**src/hdl/bis_pkg.sv**
```systemverilog
// shared constants, types and helpers for the bilinear image sampler
`timescale 1ns / 1ps
`default_nettype none

package bis_pkg;

  // field widths fixed by the interface
  localparam int CFG_W      = 9;
  localparam int COORD_W    = 17;
  localparam int CU_W       = COORD_W - 1;
  localparam int CHAN_W     = 8;
  localparam int OUT_W      = 16;
  localparam int PIX_W      = 32;
  localparam int LIM_W      = 13;
  localparam int IN_DATA_W  = 88;
  localparam int OUT_DATA_W = 64;
  localparam int APB_ADDR_W = 3;
  localparam int APB_DATA_W = 32;

  // default sizes
  localparam int DEF_MAX_WIDTH     = 256;
  localparam int DEF_MAX_HEIGHT    = 256;
  localparam int DEF_FRACTION_BITS = 8;

  // queue between front and back
  localparam int QUEUE_DEPTH = 4;

  // transaction kinds
  localparam logic OP_WRITE  = 1'b0;
  localparam logic OP_SAMPLE = 1'b1;

  // register index, taken from address bit 2
  localparam logic REG_IMAGE_WIDTH  = 1'b0;
  localparam logic REG_IMAGE_HEIGHT = 1'b1;

  // image size in use
  typedef struct packed {
    logic [CFG_W-1:0] width;
    logic [CFG_W-1:0] height;
  } cfg_t;

  // queue entry: op, u0, u1, v0, v1, fu, fv, pixel word (lowest first)
  function automatic int entry_w(input int xb, input int yb, input int fb);
    return 1 + 2 * xb + 2 * yb + 2 * fb + PIX_W;
  endfunction

endpackage

`default_nettype wire

```
**src/hdl/bis_queue.sv**
```systemverilog
// short fifo between the front and back parts of the sampler
`timescale 1ns / 1ps
`default_nettype none

module bis_queue
  import bis_pkg::*;
#(
  parameter int WIDTH = 64
) (
  input  wire logic             clk,
  input  wire logic             rst_n,
  input  wire logic             push,
  input  wire logic [WIDTH-1:0] push_data,
  output logic                  full,
  input  wire logic             pop,
  output logic      [WIDTH-1:0] pop_data,
  output logic                  empty
);

  localparam int PW = $clog2(QUEUE_DEPTH);

  logic [WIDTH-1:0] entry_r [QUEUE_DEPTH];
  logic [PW-1:0]    wr_ptr_r;
  logic [PW-1:0]    rd_ptr_r;
  logic [PW:0]      count_r;

  assign full     = (count_r == (PW + 1)'(QUEUE_DEPTH));
  assign empty    = (count_r == '0);
  assign pop_data = entry_r[rd_ptr_r];

  // pointers and fill count
  always_ff @(posedge clk) begin
    if (!rst_n) begin
      wr_ptr_r <= '0;
      rd_ptr_r <= '0;
      count_r  <= '0;
    end else begin
      if (push) wr_ptr_r <= wr_ptr_r + PW'(1);
      if (pop)  rd_ptr_r <= rd_ptr_r + PW'(1);
      unique case ({push, pop})
        2'b10:   count_r <= count_r + (PW + 1)'(1);
        2'b01:   count_r <= count_r - (PW + 1)'(1);
        default: count_r <= count_r;
      endcase
    end
  end

  // entry storage
  always_ff @(posedge clk) begin
    if (push) entry_r[wr_ptr_r] <= push_data;
  end

  a_no_overflow: assert property (@(posedge clk) disable iff (!rst_n)
    !(push && full && !pop))
    else $error("queue push while full");

  a_no_underflow: assert property (@(posedge clk) disable iff (!rst_n)
    pop |-> (count_r != '0))
    else $error("queue pop while empty");

endmodule

`default_nettype wire

```
**config.mk**
```make
export PLATFORM = sky130hd
export DESIGN_NAME = bis_queue
export DESIGN_NICKNAME = d
export VERILOG_FILES = /design/src/hdl/bis_pkg.sv /design/src/hdl/bis_queue.sv
export SDC_FILE = /design/constraint.sdc
export NUM_CORES = 1
export LEC_CHECK = 0
export BUFFER_PORTS_ARGS = -buffer_cell sky130_fd_sc_hd__clkbuf_2
export CORE_MARGIN = 5
export CORE_UTILIZATION = 51
export CTS_CLUSTER_SIZE = 16
export DETAILED_ROUTE_END_ITERATION = 7
export PLACE_DENSITY = 0.82
export SLEW_MARGIN = 25
export SYNTH_ARGS = -nofsm -noshare
export SYNTH_HDL_FRONTEND = slang
export SYNTH_SLANG_ARGS = --single-unit
export TNS_END_PERCENT = 1
```
**constraint.sdc**
```tcl
create_clock -name clk -period 2.4 [get_ports clk]
set_input_delay 0.24 -clock clk [delete_from_list [all_inputs] [get_ports clk]]
set_output_delay 0.24 -clock clk [all_outputs]
set_load 0.02 [all_outputs]
```
# [Word level (Yosys, flattened, before mapping)]
# Memories as Yosys holds them, arrays and structs flattened. A register that Yosys moved wholly into a read port is not among the register bits.
# Index checks and enable logic that the tools add are counted.
[totals] register_bits=7 ram_bits=256 out_inout_bits=66 wordCells=18 memories=1
[op_classes] n_addsub=4 n_eq_ne=3 muxes=5 reduce_logical=2
[memory_table] name="entry_r" words=4 word_bits=64 rd=1 rd_clocked_by_memory_dff=1 wr=1 line_no="bis_queue.sv:22" text="logic [WIDTH-1:0] entry_r [QUEUE_DEPTH];"
[op_table] op="case mux 3 bit (2 select lines)" n=1
[op_table] op="adder 2 x 1 -> 2 bit, second input constant" n=2
[op_table] op="2-to-1 mux 2 bit" n=2
[op_table] op="adder 3 x 1 -> 3 bit, second input constant" n=1
[op_table] op="equality test 3 bit, second input constant" n=1
[op_table] op="zero test 3 bit" n=1
[op_table] op="subtractor 3 x 1 -> 3 bit, second input constant" n=1
[op_table] op="equality test 2 x 1 -> 1 bit, second input constant" n=1
[op_table] op="equality test 2 bit, second input constant" n=1
[op_table] op="2-to-1 mux 1 bit" n=2
[op_table] op="nonzero test 2 bit" n=1

# [Longest topological paths before layout]
# Gate-level depths: netlist of run 1.
[logic_depth] depth_word=3 ltp_mapped=7

# [Worst setup path after synthesis of run 1]
# No wires, ideal clock.
[synth_path] path_type="flip-flop to flip-flop" from="reg wr_ptr_r[0]" to="mem entry_r[2][0] (enable)" t_arrival_ns=2.046 t_required_ns=1.971 path_slack_ns=-0.075 stages_incl_launch_ff=4 n_path_buf=0 path_cell_list="dfxtp_1 -> inv_1 -> ha_1 -> and2_1"
[synth_lines] element="start, declared" line_no="bis_queue.sv:23" text="logic [PW-1:0] wr_ptr_r;"
[synth_lines] element="start signal, assigned" line_no="bis_queue.sv:38" text="if (push) wr_ptr_r <= wr_ptr_r + PW'(1);"
[synth_lines] element="end, declared" line_no="bis_queue.sv:22"
# No word-level cell before the write port.

==> flow_summary.ini, run 1 <==
[layout]
n_fill_cell = 1226
layout_commonest_cell = edfxtp_1
drive_above_1_share = 0.416
nets = 684
final_cell_mix = edfxtp_1 (256), clkbuf_2 (133), dlygate4sd3_1 (64)
antenna_cells = 0
area_delta_synth_final_pct = 26.7
stdcell_area_mm2 = 0.0124

[timing]
worstMarginPinSlew_ns = 0.386
clock.fmax_mhz = 449
grt_setup_unrepaired = false
period_needed_ns = 2.22
hold_viol = 0
tns_ns = 0
fin_skew_ns = 0.00885
slew_viol_final = 0
min_period_over_period = 0.927
slew_headroom = 0.743
setup_viol = 0

[pwr]
pwr-share-clk = 0.395
sw_frac_of_total = 0.222
ir_drop_uv = 686
combPwrFrac = 0.111
switching_power_w = 0.00243
p_per_area_mw_per_mm2 = 883
p_leak_nw = 4.30
internal_power_w = 0.00849
power_frac_seq = 0.493

[clock_network]
cts.path.max_buffers = 3
cts_htree_levels = 1
clock_latency_ns = 0.51
clock-sinks = 265
path_clk_slew_ns = 0.06
cts_made_buffers = 27
tritoncts = built
ctsRootBufferMaster = clkbuf_16

[route]
avgRoutedWirePerCell_um = 21.6
ant_nets = 0
viasPerCell = 5.44
vias = 4702
wirelength_mm = 18.6
dr.pass1.iters = 4
drt_iter0_drc = 244
drc = 0

[global_routing]
grt_pass1_wl_mm = 29.5
grt-ovfl-total = 0
track_usage = 0.174
antenna_found_initial = 1
grt_start_max_net_pins = 37
grt_pass1_vias = 5205

[run]
drv_cap = 0

[worst_setup_path]
arrival_ns = 1.98
r2r_end = count_r[2]$_SDFFE_PN0P_
worstPathRequired_ns = 2.16
worstPathMaxFanout = 21
end_kind = primary output
r2r_start = count_r[0]$_SDFFE_PN0P_
r2r_cells = 5
worstSetupStartpointType = flop
crit_type = flop to primary output
r2r_slack_ns = 0.70

[floorplan]
coreArea_mm2 = 0.0188
start_util = 0.520
io_pins = 134
rows = 50
die_h_um = 148
die_x_um = 148
dieArea_mm2 = 0.0220

[yosys]
synthDistinctLibCells = 22
syn_nets = 454
ys_seq_area_frac = 0.806
synth_top_area_frac = 0.788
avgSynthCellArea_um2 = 25.7
netlist_area_mm2 = 0.00976
ys_ff_latch = 265
yosys_warnings = 0
synth_area_leaders = edfxtp_1 (79%), mux4_2 (14%), dfxtp_1 (1.8%)
syn_inst = 380
netlist.top_cell.by_area = edfxtp_1

[worst_hold_path]
hold_depth = 2
hp-start = rst_n
min_path_type = input port to flop

[place]
gp_congestion = 0.724
place_hpwl_mm = 11.5
io_buffer_count = 133
place_area_mm2 = 0.0108

[run_status]
outcome = finished, final reports clean
==> synthesized netlist by cell type <==
cell,number
nor2b_1,1
xor2_1,3
or3_1,1
and3_1,1
inv_1,6
nor3_1,1
edfxtp_1,256
a21boi_0,1
ha_1,5
buf_12,6
nand2_1,2
mux2i_1,1
buf_6,1
xnor2_1,2
and2_1,10
fa_1,1
buf_2,6
o21ai_0,2
mux4_1,4
dfxtp_1,9
clkbuf_2,1
mux4_2,60
==> logic make-up (layout without fill, tap and decap cells) <==
group / after synthesis / count (layout) / share of synthesized area
flops: 265 / 265 / 0.806
mux: 65 / 65 / 0.150
buf+inv: 20 / 270 / 0.0194
simple gates: 16 / 16 / 0.00962
fa+ha+maj: 6 / 6 / 0.00846
xor+xnor: 5 / 5 / 0.00449
compound gates: 3 / 3 / 0.00179
==> state kept, by name, indices dropped and copies added, names as in the netlist, named ones only <==
register  flops
wr_ptr_r      2
entry_r     256
count_r       3
rd_ptr_r      2
==> per-stage QoR <==
stage / power [W] / utilization / cells / setup slack (ns) / hold WS [ns]
3_5_place_dp: 0.00662 / 0.574 / 748 / 0.516 / 0.461
3_3_place_gp: 0.00657 / 0.574 / 748 / 0.562 / 0.452
5_1_grt: 0.0113 / 0.659 / 864 / 0.0564 / 0.0627
2_1_floorplan: 0.00621 / - / 380 / -0.0748 / 0.339
4_1_cts: 0.0110 / 0.659 / 864 / 0.115 / 0.0464
6_report: 0.0109 / 0.659 / 864 / 0.175 / 0.0627
==> power groups by stage <==
stage / combinational (W) / sequential [W] / clock [W]
after global placement: 0.00110 / 0.00548 / 0
final: 0.00122 / 0.00539 / 0.00432
after global routing: 0.00131 / 0.00540 / 0.00464
after detailed placement: 0.00113 / 0.00550 / 0
after floorplan: 0.000757 / 0.00545 / 0
after CTS: 0.00124 / 0.00539 / 0.00441
==> what timing repair did <==
| action | in CTS | in global routing |
|---|---|---|
| endpoints found under the setup margin | 8 | 0 |
| setup buffers | 3 | 0 |
| endpoints found under the hold margin | 256 | 0 |
| gates resized for setup | 0 | 0 |
| hold buffers | 64 | 0 |
==> critical path, stage by stage, from the launching register on <==
cell and delay [ns]:
dfxtp_4 0.49, buf_12 0.25, mux4_2 0.54, clkbuf_2 0.19
==> final cells by class <==
cell class / count / area, um2 / share of cell area
multi-input cells: 95 / 1710 / 0.139
inverters: 6 / 22.5 / 0.00182
well taps: 234 / 293 / 0.0237
flip-flops and latches: 265 / 7880 / 0.637
clock inverters: 18 / 236 / 0.0191
repair buffers: 215 / 1530 / 0.124
clock buffers: 31 / 701 / 0.0566
==> worst max path at each step <==
stage	from	end	slack, ns	depth (start not counted)
2_1_floorplan	wr_ptr_r[0]$_SDFFE_PN0P_	entry_r[0][0]$_DFFE_PP_	-0.07	3
4_1_cts	flop	pop_data[24]	0.12	3
3_5_place_dp	push	count_r[2]$_SDFFE_PN0P_	0.52	8
5_1_grt	flop	pop_data[24]	0.06	3
3_3_place_gp	flop	pop_data[31]	0.56	3
6_report	flop	pop_data[24]	0.18	3
==> metal layers <==
layer  vias up  part of all wire  wire length, um  track usage
met5         -           0.00038                7            0
li1       2074                 -                -            -
met4         2             0.023              436       0.0485
met1      2429              0.40             7470        0.231
met2       159              0.51             9530        0.297
met3        38             0.064             1190       0.0372
Note: power is estimated with default switching activity, not from simulation.
==> run 2, diff against run 1 <==
--- a/config.mk
+++ b/config.mk
@@ -10,7 +10,7 @@
 export CORE_UTILIZATION = 51
 export CTS_CLUSTER_SIZE = 16
 export DETAILED_ROUTE_END_ITERATION = 7
-export PLACE_DENSITY = 0.82
+export PLACE_DENSITY_LB_ADDON = 0.2
 export SLEW_MARGIN = 25
 export SYNTH_ARGS = -nofsm -noshare
 export SYNTH_HDL_FRONTEND = slang
==> run 2 against run 1 <==
Net effect: flip-flop and latch count unchanged; first-iteration DRC count down 18%; worst hold slack worse by 0.0087 ns; via count fell by 2.8%; critical path type unchanged; register-to-register slack improved by 0.02 ns.
==> flow_summary.ini, run 2 (synthesized netlist as in run 1, its figures left out) <==
[run_status]
outcome = finished, final reports clean

[global_routing]
met3_usage = 0.0378
grt-ovfl-total = 0
track_usage = 0.162
gr-max-usage-layer = met2
gr-usage-met1 = 0.214
antenna_found_initial = 1
grtUsageMet2 = 0.279
grt_pass1_vias = 5106
grt_pass1_wl_mm = 27.8
grt_start_max_net_pins = 65

[worst_setup_path]
r2r_end = entry_r[0][24]$_DFFE_PP_
worstSetupStartpointType = flop
end_kind = primary output
r2r_start = wr_ptr_r[0]$_SDFFE_PN0P_
arrival_ns = 2.03
slowest_delay_ns = 0.64
worstPathMaxFanout = 43
r2r_slack_ns = 0.72
cp_cell_sequence = buf_12, mux4_1, clkbuf_2
r2r_cells = 4
worstPathRequired_ns = 2.16
crit_end = pop_data[63]
worst_path_max_delay_cell = mux4_1
crit_type = flop to primary output

[floorplan]
die_x_um = 148
start_util = 0.520
coreArea_mm2 = 0.0188
die_h_um = 148
dieArea_mm2 = 0.0220
rows = 50
io_pins = 134

[route]
drt_iter0_drc = 199
vias = 4570
wirelength_mm = 17.4
dr.pass1.iters = 4
avgRoutedWirePerCell_um = 20.3
viasPerCell = 5.33
ant_nets = 0
drc = 0

[timing]
setup_viol = 0
worstMarginPinSlew_ns = 0.471
min_period_over_period = 0.945
hold_viol = 0
slew_headroom = 0.686
tns_ns = 0
fin_skew_ns = 0.00829
period_needed_ns = 2.27
slew_viol_final = 0
holdWs_ns = 0.0540
finalWorstSetupSlack_ns = 0.131
clock.fmax_mhz = 441
grt_setup_unrepaired = false

[clock_network]
clock-sinks = 265
ctsRootBufferMaster = clkbuf_16
tritoncts = built
cts_setup_buffers = 0
cts_made_buffers = 27
clock_latency_ns = 0.51
cts.path.max_buffers = 3
path_clk_slew_ns = 0.06
cts_htree_levels = 1

[place]
place_hpwl_mm = 9.97
io_buffer_count = 133
pre_cts_slack_ns = 0.549
place_area_mm2 = 0.0107
gp_congestion = 0.713
dp.cells = 743

[layout]
layout_commonest_cell = edfxtp_1
layoutNonFillerInstCount = 857
largestRegisters = entry_r x256, count_r x3
regArea_mm2 = 0.00788
top_register = entry_r
n_fill_cell = 1272
drive_above_1_share = 0.399
area_delta_synth_final_pct = 24.9
nets = 676
final_cell_mix = edfxtp_1 (256), clkbuf_2 (133), dlygate4sd3_1 (64)
multi_input_area_mm2 = 0.00171
largest_register_ffs = 256
stdcell_area_mm2 = 0.0122

[pwr]
ir_drop_uv = 720
p_per_area_mw_per_mm2 = 854
p_leak_nw = 4.23

[run]
drv_cap = 0

[worst_hold_path]
min_path_type = input port to flop
==> run 2: where the power goes <==
| part | internal (W) | switching [W] | total, W | leakage, nW |
|---|---|---|---|---|
| Combinational | 0.000522 | 0.000660 | 0.00118 | 1.39 |
| Clock | 0.00225 | 0.00160 | 0.00386 | 0.412 |
| Sequential | 0.00531 | 0.0000683 | 0.00538 | 2.43 |
==> run 2: how the worst min path moves through the flow <==
| stage | startpoint | to | slack (ns) | cells after the start |
|---|---|---|---|---|
| floorplan | push_data[0] | entry_r[0][0]$_DFFE_PP_ | 0.34 | 0 |
| global placement | push_data[62] | entry_r[1][62]$_DFFE_PP_ | 0.45 | 1 |
| detailed placement | push_data[53] | entry_r[1][53]$_DFFE_PP_ | 0.46 | 1 |
| CTS | rst_n | wr_ptr_r[0]$_SDFFE_PN0P_ | 0.03 | 2 |
| global route | rst_n | wr_ptr_r[0]$_SDFFE_PN0P_ | 0.06 | 2 |
| finish | rst_n | wr_ptr_r[0]$_SDFFE_PN0P_ | 0.05 | 2 |
==> run 2: critical path: cells and delay by family, from the launching register on <==
| kind | cells | cell delay (ns) |
|---|---|---|
| multiplexers | 1 | 0.64 |
| flip-flops | 1 | 0.36 |
| buffers and inverters | 2 | 0.51 |
==> run 2: through the flow <==
| stage | utilization | power (W) |
|---|---|---|
| floorplan | - | 0.00621 |
| CTS | 0.649 | 0.0105 |
| finish | 0.650 | 0.0104 |
| global route | 0.650 | 0.0108 |
| detailed placement | 0.571 | 0.00660 |
| global placement | 0.571 | 0.00657 |
==> run 2: layer usage <==
layer / wire [um] / up-vias
met5: 0 / -
met4: 238 / 0
met3: 1030 / 27
met2: 9080 / 116
met1: 7050 / 2354
li1: - / 2073
==> run 2: cell type report <==
type / instances / share of cell area
inverters: 6 / 0.00185
repair buffers: 207 / 0.120
flip-flops and latches: 265 / 0.646
clock buffers: 28 / 0.0557
diodes: 1 / 0.000205
well taps: 234 / 0.0240
clock inverters: 21 / 0.0120
multi-input cells: 95 / 0.141
==> run 2: what timing repair did <==
action / CTS / global route
endpoints found under the hold margin: 256 / 0
setup endpoints to repair: 0 / 1
hold buffers: 64 / 0
resized for setup: 0 / 1
